File: src/rtl/spq_pkg.sv
// Shared types, constants and table functions for the scale pitch quantizer.
package spq_pkg;

  localparam int SCALE_COUNT = 42;

  localparam logic [22:0] BAND_LOW_Q8     = 23'd5120;
  localparam logic [22:0] BAND_HIGH_Q8    = 23'd5120000;
  localparam logic [23:0] NOTE_OFFSET_Q16 = 24'd2383958;

  localparam logic REG_ROOT  = 1'b0;
  localparam logic REG_SCALE = 1'b1;

  // Bit 11 is scale degree 0.
  localparam logic [11:0] SCALE_ROM [SCALE_COUNT] = '{
    12'b101011010101, 12'b101101010110, 12'b110101011010, 12'b101010110101,
    12'b101011010110, 12'b101101011010, 12'b110101101010,
    12'b101101011001, 12'b101101010101, 12'b101011011001, 12'b101100111001,
    12'b110101011001, 12'b110101010101,
    12'b101010010100, 12'b100101010010, 12'b100101110010, 12'b101110010100,
    12'b101011010111, 12'b101011011101, 12'b110110101010, 12'b101010110110,
    12'b110110110110, 12'b101101101101, 12'b100110011001,
    12'b110011011001, 12'b110011011010, 12'b110011011001, 12'b110011101001,
    12'b101100011000, 12'b110001010010, 12'b110001100010, 12'b101100010100,
    12'b110100011000,
    12'b110100111001, 12'b110010110101, 12'b110010111001,
    12'b101001010010,
    12'b101010101010, 12'b101010100110, 12'b110010110010, 12'b110010101011,
    12'b111111111111
  };

  typedef struct packed {
    logic [7:0] note;
    logic [8:0] tone_dist;
  } match_t;

  // log2(1 + idx/2^bits) in Q0.16 by repeated squaring; elaboration only.
  function automatic logic [15:0] log_mantissa(input int idx, input int bits);
    logic [63:0] x;
    logic [15:0] r;
    x = (64'(1 << bits) + 64'(idx)) << (30 - bits);
    r = '0;
    for (int k = 15; k >= 0; k--) begin
      x = (x * x) >> 30;
      if (x >= 64'h8000_0000) begin
        x = x >> 1;
        r[k] = 1'b1;
      end
    end
    return r;
  endfunction

endpackage

File: src/rtl/spq_log.sv
// Leading-one detect, band check and log2 mantissa lookup.
module spq_log #(
  parameter int LOG_TABLE_BITS = 8
) (
  input  logic [22:0] frequency_q8,
  output logic        in_band,
  output logic [4:0]  msb_pos,
  output logic [15:0] mant
);

  localparam int TABLE_SIZE = 1 << LOG_TABLE_BITS;

  logic [15:0] log_rom [TABLE_SIZE];
  logic [4:0]  shift_amt;
  logic [22:0] shifted;
  logic [LOG_TABLE_BITS-1:0] idx;

  for (genvar i = 0; i < TABLE_SIZE; i++) begin : g_rom
    assign log_rom[i] = spq_pkg::log_mantissa(i, LOG_TABLE_BITS);
  end

  always_comb begin
    msb_pos = '0;
    for (int i = 1; i < 23; i++) begin
      if (frequency_q8[i]) msb_pos = 5'(i);
    end
  end

  assign in_band   = (frequency_q8 >= spq_pkg::BAND_LOW_Q8) &&
                     (frequency_q8 <= spq_pkg::BAND_HIGH_Q8);
  assign shift_amt = msb_pos - 5'(LOG_TABLE_BITS);
  assign shifted   = frequency_q8 >> shift_amt;
  assign idx       = shifted[LOG_TABLE_BITS-1:0];
  assign mant      = log_rom[idx];

endmodule

File: src/rtl/spq_match.sv
// Nearest in-scale note search and circular distance to the scale.
module spq_match #(
  parameter int NOTE_FRAC_BITS = 8
) (
  input  logic [NOTE_FRAC_BITS+7:0] note_q,
  input  logic [11:0]               tone_mask,
  output spq_pkg::match_t           result
);

  localparam int QW = NOTE_FRAC_BITS + 8;
  localparam logic [NOTE_FRAC_BITS:0] UNIT = {1'b1, {NOTE_FRAC_BITS{1'b0}}};
  localparam logic [QW:0] HALF = (QW + 1)'(1) << (NOTE_FRAC_BITS - 1);

  function automatic logic [3:0] mod12(input logic [7:0] v);
    logic [15:0] prod;
    logic [7:0]  base;
    logic [7:0]  rem;
    prod = 16'(v) * 16'd171;
    base = 8'(prod[15:11]) * 8'd12;
    rem  = v - base;
    return rem[3:0];
  endfunction

  logic [QW:0]   round_sum;
  logic [7:0]    near;
  logic [3:0]    near_pc;
  logic          below;
  logic [23:0]   mask2;
  logic [23:0]   mask_rot;
  logic [11:0]   rr;
  logic          hit;
  logic [2:0]    k_sel;
  logic          up_sel;
  logic          dn_sel;
  logic [7:0]    int_part;
  logic [3:0]    cur_pc;
  logic [3:0]    next_pc;
  logic [NOTE_FRAC_BITS-1:0] frac;
  logic [NOTE_FRAC_BITS:0]   d_cur;
  logic [NOTE_FRAC_BITS:0]   d_next;
  logic [NOTE_FRAC_BITS:0]   d_min;
  logic [8:0]    dist_q8;
  logic          empty;

  assign empty     = (tone_mask == '0);
  assign round_sum = (QW + 1)'(note_q) + HALF;
  assign near      = round_sum[NOTE_FRAC_BITS +: 8];
  assign below     = note_q[NOTE_FRAC_BITS-1];
  assign near_pc   = mod12(near);
  assign mask2     = {tone_mask, tone_mask};
  assign mask_rot  = mask2 >> near_pc;
  assign rr        = mask_rot[11:0];

  // rr[i] marks pitch class of near + i
  always_comb begin
    hit    = 1'b0;
    k_sel  = '0;
    up_sel = 1'b0;
    dn_sel = 1'b0;
    for (int k = 6; k >= 0; k--) begin
      if (rr[k] || rr[(12 - k) % 12]) begin
        hit    = 1'b1;
        k_sel  = 3'(k);
        up_sel = rr[k];
        dn_sel = rr[(12 - k) % 12];
      end
    end
  end

  assign int_part = note_q[NOTE_FRAC_BITS +: 8];
  assign frac     = note_q[NOTE_FRAC_BITS-1:0];
  assign cur_pc   = mod12(int_part);
  assign next_pc  = (cur_pc == 4'd11) ? 4'd0 : cur_pc + 4'd1;
  assign d_cur    = tone_mask[cur_pc] ? {1'b0, frac} : UNIT;
  assign d_next   = tone_mask[next_pc] ? UNIT - {1'b0, frac} : UNIT;
  assign d_min    = (d_cur < d_next) ? d_cur : d_next;

  if (NOTE_FRAC_BITS > 8) begin : g_round
    localparam int SH = NOTE_FRAC_BITS - 8;
    logic [NOTE_FRAC_BITS:0] dsum;
    assign dsum    = d_min + (NOTE_FRAC_BITS + 1)'(1 << (SH - 1));
    assign dist_q8 = dsum[SH +: 9];
  end else if (NOTE_FRAC_BITS == 8) begin : g_same
    assign dist_q8 = d_min;
  end else begin : g_widen
    assign dist_q8 = {d_min, {(8 - NOTE_FRAC_BITS){1'b0}}};
  end

  always_comb begin
    result.note      = '0;
    result.tone_dist = '0;
    if (!empty && hit) begin
      if (k_sel == 3'd0) begin
        result.note = near;
      end else if (up_sel && (!dn_sel || !below)) begin
        result.note = near + 8'(k_sel);
      end else begin
        result.note = near - 8'(k_sel);
      end
    end
    if (!empty) result.tone_dist = dist_q8;
  end

endmodule

File: src/rtl/scale_pitch_quantizer.sv
// Top level: frequency to nearest scale note and tonal distance, three-stage pipeline.
// Takes one frequency per clock while in_stall is low and returns one result per frequency,
// in order, through the log lookup, note format and scale match registers.
// Throughput is one beat per cycle while out_stall is low; each of the three
// pipeline registers (log lookup, note format, scale match) loads when it is empty or
// the next stage moves, so a stalled result still lets new beats fill empty stages.
// Configuration writes are always ready; the scale settings are applied in the
// match stage, so write them only while no beat is in flight.
module scale_pitch_quantizer #(
  parameter int LOG_TABLE_BITS = 8,
  parameter int NOTE_FRAC_BITS = 8
) (
  input  logic        clk,
  input  logic        rst,
  input  logic        in_valid,
  output logic        in_stall,
  input  logic [22:0] frequency_q8,
  output logic        out_valid,
  input  logic        out_stall,
  output logic        in_range,
  output logic [7:0]  nearest_note,
  output logic [8:0]  tonal_distance_q8,
  input  logic        cfg_valid,
  output logic        cfg_ready,
  input  logic        cfg_index,
  input  logic [5:0]  cfg_data
);

  localparam int QW = NOTE_FRAC_BITS + 8;
  localparam logic [24:0] Q_HALF = 25'(1) << (15 - NOTE_FRAC_BITS);

  logic [3:0]  root_pitch_class;
  logic [5:0]  scale_select;

  logic        a_valid;
  logic        a_in_range;
  logic [4:0]  a_msb_pos;
  logic [15:0] a_mant;
  logic        b_valid;
  logic        b_in_range;
  logic [QW-1:0] b_note_q;

  logic        adv_out;
  logic        adv_b;
  logic        adv_a;

  logic        log_in_band;
  logic [4:0]  log_msb_pos;
  logic [15:0] log_mant;

  logic [4:0]  exp_off;
  logic [19:0] l2;
  logic [23:0] nq16;
  logic [24:0] q_sum;
  logic [QW-1:0] note_q;

  logic [3:0]  root_mod;
  logic [11:0] scale_bits;
  logic [11:0] tone_mask;
  spq_pkg::match_t match;

  assign cfg_ready = 1'b1;

  always_ff @(posedge clk) begin
    if (rst) begin
      root_pitch_class <= '0;
      scale_select     <= '0;
    end else if (cfg_valid && cfg_ready) begin
      unique case (cfg_index)
        spq_pkg::REG_ROOT:  root_pitch_class <= cfg_data[3:0];
        spq_pkg::REG_SCALE: scale_select     <= cfg_data;
        default: ;
      endcase
    end
  end

  assign adv_out  = !out_valid || !out_stall;
  assign adv_b    = !b_valid || adv_out;
  assign adv_a    = !a_valid || adv_b;
  assign in_stall = !adv_a;

  spq_log #(
    .LOG_TABLE_BITS(LOG_TABLE_BITS)
  ) u_log (
    .frequency_q8(frequency_q8),
    .in_band     (log_in_band),
    .msb_pos     (log_msb_pos),
    .mant        (log_mant)
  );

  // note = 12*log2(f) - offset, then rounded to NOTE_FRAC_BITS
  assign exp_off = a_msb_pos - 5'd8;
  assign l2      = {exp_off[3:0], a_mant};
  assign nq16    = 24'({l2, 3'b000}) + 24'({l2, 2'b00}) - spq_pkg::NOTE_OFFSET_Q16;
  assign q_sum   = 25'(nq16) + Q_HALF;
  assign note_q  = q_sum[16 - NOTE_FRAC_BITS +: QW];

  assign root_mod   = (root_pitch_class >= 4'd12) ? root_pitch_class - 4'd12
                                                  : root_pitch_class;
  assign scale_bits = (scale_select < 6'(spq_pkg::SCALE_COUNT))
                      ? spq_pkg::SCALE_ROM[scale_select] : 12'd0;

  always_comb begin
    logic [4:0] rel;
    for (int pc = 0; pc < 12; pc++) begin
      rel = 5'(pc) + 5'd12 - 5'(root_mod);
      if (rel >= 5'd12) rel = rel - 5'd12;
      tone_mask[pc] = scale_bits[4'd11 - rel[3:0]];
    end
  end

  spq_match #(
    .NOTE_FRAC_BITS(NOTE_FRAC_BITS)
  ) u_match (
    .note_q   (b_note_q),
    .tone_mask(tone_mask),
    .result   (match)
  );

  always_ff @(posedge clk) begin
    if (rst) begin
      a_valid   <= 1'b0;
      b_valid   <= 1'b0;
      out_valid <= 1'b0;
    end else begin
      if (adv_a)   a_valid   <= in_valid;
      if (adv_b)   b_valid   <= a_valid;
      if (adv_out) out_valid <= b_valid;
    end
  end

  always_ff @(posedge clk) begin
    if (adv_a) begin
      a_in_range <= log_in_band;
      a_msb_pos  <= log_msb_pos;
      a_mant     <= log_mant;
    end
    if (adv_b) begin
      b_in_range <= a_in_range;
      b_note_q   <= note_q;
    end
    if (adv_out) begin
      in_range          <= b_in_range;
      nearest_note      <= b_in_range ? match.note : 8'd0;
      tonal_distance_q8 <= b_in_range ? match.tone_dist : 9'd0;
    end
  end

`ifndef SYNTHESIS
  a_accept_lands: assert property (@(posedge clk) disable iff (rst)
    in_valid && !in_stall |=> a_valid)
    else $error("accepted beat did not enter first stage");

  a_stall_full: assert property (@(posedge clk) disable iff (rst)
    in_stall |-> a_valid && b_valid && out_valid)
    else $error("input stalled with an empty pipeline stage");

  a_out_band_zero: assert property (@(posedge clk) disable iff (rst)
    out_valid && !in_range |-> nearest_note == 8'd0 && tonal_distance_q8 == 9'd0)
    else $error("out of band result not zero");

  a_dist_limit: assert property (@(posedge clk) disable iff (rst)
    out_valid |-> tonal_distance_q8 <= 9'd256)
    else $error("tonal distance above one semitone");
`endif

endmodule

File: config.mk
export PLATFORM = sky130hd
export DESIGN_NAME = scale_pitch_quantizer
export DESIGN_NICKNAME = d
export VERILOG_FILES = /design/src/rtl/spq_pkg.sv /design/src/rtl/spq_log.sv /design/src/rtl/spq_match.sv /design/src/rtl/scale_pitch_quantizer.sv
export SDC_FILE = /design/constraint.sdc
export NUM_CORES = 1
export LEC_CHECK = 0
export BUFFER_PORTS_ARGS = -buffer_cell sky130_fd_sc_hd__buf_2
export CORE_ASPECT_RATIO = 1.25
export CORE_MARGIN = 4
export CORE_UTILIZATION = 50
export CTS_CLUSTER_SIZE = 20
export DETAILED_ROUTE_END_ITERATION = 10
export PLACE_DENSITY = 0.67
export SLEW_MARGIN = 0
export SYNTH_ARGS = -nofsm -noshare
export SYNTH_HDL_FRONTEND = slang
export SYNTH_SLANG_ARGS = --single-unit
File: constraint.sdc
create_clock -name clk -period 20.8 [get_ports clk]
set_clock_uncertainty 0.1 [all_clocks]
set_input_delay 0 -clock clk [delete_from_list [all_inputs] [get_ports clk]]
set_output_delay 0 -clock clk [all_outputs]
set_load 0.05 [all_outputs]
==> flow_metrics.tcl <==
set metrics [dict create \
    yosys-top-cells-area "ha_1 (13%), edfxtp_1 (11%), a21oi_1 (4.7%)" \
    numCtsBuffers 9 \
    rsz0062_at_grt "no" \
    grt_pass1_vias 17120 \
    crit_type "reg2reg" \
    grt_use_total_pct 33.2 \
    min_to "a_in_range$_DFFE_PN_" \
    worst-path-max-fanout 24 \
    slowest_stage "xor2_2" \
    core_area_sq_um 31200 \
    ys.warnings.count 0 \
    yosys.area.top_type "ha_1" \
    max-clock-path-buffers 2 \
    rr_endpoint "nearest_note[7]$_SDFFCE_PN0P_" \
    cts_max_level 3 \
    yosysMostFrequentCell "nand2_1" \
    die_height_um 207 \
    met3WireLength_mm 4.75 \
    slowest_delay_ns 0.94 \
    syn_area_sq_um 15900 \
    clk_pin_slew_worst_paths_ns 0.07 \
    insertion_delay_ns 0.36 \
    period_needed_ns 11.09 \
    io_buffer_count 54 \
    drt_pass1_iterations 6 \
    fmaxAchievable_ghz 0.0902 \
    ys_seq_elements 69 \
    synth_fp_nets 2390 \
    synth.top_cell.area_share_pct 13.4 \
    routed_via_density 6.95 \
    drt_iter0_markers 2404 \
    hold_depth 4 \
    synthTopCellsByCount "nand2_1 (191), nor2_1 (185), ha_1 (170)" \
    synth_cell_types 111 \
    hp-class "in2reg" \
    worstHoldStart "frequency_q8[19]" \
    routed-wl-met2_mm 28.0 \
    grt_max_degree 57 \
    wirelength_mm 59.3 \
    postCtsSetupRepairBufs 0 \
    highest_layer "met4" \
    drive_above_1_share_pct 9.00 \
    grt_overflow_total 0 \
    postSynth.asyncResetShare_pct 0 \
    status "complete, no violations" \
    drv_cap 0 \
    fin_setup_tns_ns 0 \
    cts_tree "done" \
    fin_nets 2357 \
    dp_hpwl_mm 42.4 \
    vias 17677 \
    r2r_start "b_note_q[7]$_DFFE_PP_" \
    antenna_left 0 \
    placementRows 72 \
    io_pins 56 \
    syn_area_per_cell_sq_um 7.35 \
    die-width_um 167 \
    min_period_over_period_pct 53.3 \
    finalSetupViolCount 0 \
    syn-instance-count 2162 \
    r2r_cells 40 \
    r2r_setup_slack_ns 9.71 \
    finalHoldViolations 0 \
    synth_flop_cell "edfxtp_1" \
    antenna_found_initial 0 \
    synth_edf_count 56 \
    area_growth_pct 6.23 \
    start_kind "flip-flop" \
    drt-wirelength-per-cell_um 23.3 \
    drc 0 \
    end_kind "flip-flop" \
    gp_congestion 1.06 \
    maxSlewHeadroom_pct 18.2 \
    synth_seq_area_share_pct 12.2 \
    tightestPinTransition_ns 1.22 \
    slew_viol_final 0 \
    dieArea_sq_um 34700 \
    met1Wirelength_mm 22.5 \
    worst-endpoint-required_ns 20.81 \
    grt_pass1_wl_mm 94.9 \
    cts.sinks 69 \
    cts-root-buf "clkbuf_16" \
    start_util_pct 51.0 \
    worst_path_most_repeated_cell "ha_1" \
    arrival_ns 11.10 \
]
## worst max-delay path by stage
stage	from	to	slack, ns	cells past startpoint
2_1_floorplan	b_note_q[8]$_DFFE_PP_	nearest_note[7]$_SDFFCE_PN0P_	10.95	42
3_3_place_gp	b_note_q[7]$_DFFE_PP_	nearest_note[7]$_SDFFCE_PN0P_	9.98	40
3_5_place_dp	b_note_q[8]$_DFFE_PP_	nearest_note[7]$_SDFFCE_PN0P_	9.79	40
4_1_cts	b_note_q[7]$_DFFE_PP_	nearest_note[7]$_SDFFCE_PN0P_	9.76	38
5_1_grt	b_note_q[8]$_DFFE_PP_	nearest_note[7]$_SDFFCE_PN0P_	8.72	39
6_report	b_note_q[7]$_DFFE_PP_	nearest_note[7]$_SDFFCE_PN0P_	9.71	40
## registers in the layout (all words and copies together), names as in the netlist
signal / cells
a_mant: 16
b_note_q: 16
tonal_distance_q8: 9
nearest_note: 8
scale_select: 6
a_msb_pos: 4
root_pitch_class: 4
a_in_range: 1
a_valid: 1
b_in_range: 1
b_valid: 1
in_range: 1
out_valid: 1
## routing by layer
layer,vias to the layer above,GRT usage [%]
met5,-,0
met4,0,19.9
met3,284,4.63
met2,1079,55.8
met1,8225,40.2
li1,8089,-
## timing repair
item,CTS,global route
hold endpoints to repair,14,0
gates resized for setup,0,0
hold buffers,24,0
## final cells by class
cell class,count,area (sq um)
Clock buffer,9,225
Tap cell,407,509
Inverter,156,586
Clock inverter,7,65.1
Sequential cell,69,1940
Timing Repair Buffer,116,796
Multi-Input combinational cell,1777,12800
Fill cell,3065,14300
Antenna cell,1,2.50
## critical path: cells and delay by family, from the launching register on
kind / cells / cell delay, ns
xor gates and xnor gates: 7 / 2.60
AOI/OAI and AO/OA: 12 / 2.77
DFF: 1 / 0.61
buffers and inverters: 3 / 0.17
adders and majority gates: 10 / 3.55
and+or+nand+nor: 8 / 1.02
## cell families after synthesis
kind of cell    after synthesis  share of synthesized area (%)
compound gates              744                           33.2
mux                          68                           5.14
simple gates                723                           22.4
other cells                   1                         0.0236
xor+xnor                     48                           2.69
buf+inv                     316                           8.01
fa+ha+maj                   193                           16.3
flops                        69                           12.2
## metrics by stage
step / instances / cell area [sq um] / hold slack [ns] / setup WS, ns / util (%)
floorplan: 2162 / 15900 / -0.0309 / 10.95 / -
global placement: 2501 / 16300 / 0.156 / 9.98 / 52.4
detailed placement: 2501 / 16300 / 0.165 / 9.79 / 52.4
CTS: 2541 / 16900 / 0.0781 / 9.76 / 54.1
global route: 2541 / 16900 / 0.168 / 8.72 / 54.1
finish: 2542 / 16900 / 0.105 / 9.71 / 54.1
## cells in the final DEF (no fill, tap or decap), types with 15 or more instances in the layout
master           n
or3_1           16
nor2b_1         16
o31ai_1         17
a21oi_1        148
nor3_1          57
fa_1            23
buf_4           38
a311oi_1        15
xnor2_1         41
a211oi_1        35
a221oi_1        24
inv_1          150
a31oi_1         33
o22ai_1         23
o21a_1          31
mux2i_1         49
and2_1          25
ha_1           170
edfxtp_1        56
o21ai_0        139
nand2b_1        39
nand3_1         65
dlygate4sd3_1   24
nor2_1         185
buf_2           54
nand4_1         29
a21o_1          19
nor3b_1         15
o211ai_1        36
nand2_1        191
Power is not shown: default switching activity piles up to over one toggle a cycle in this logic, so the estimate is an artifact.
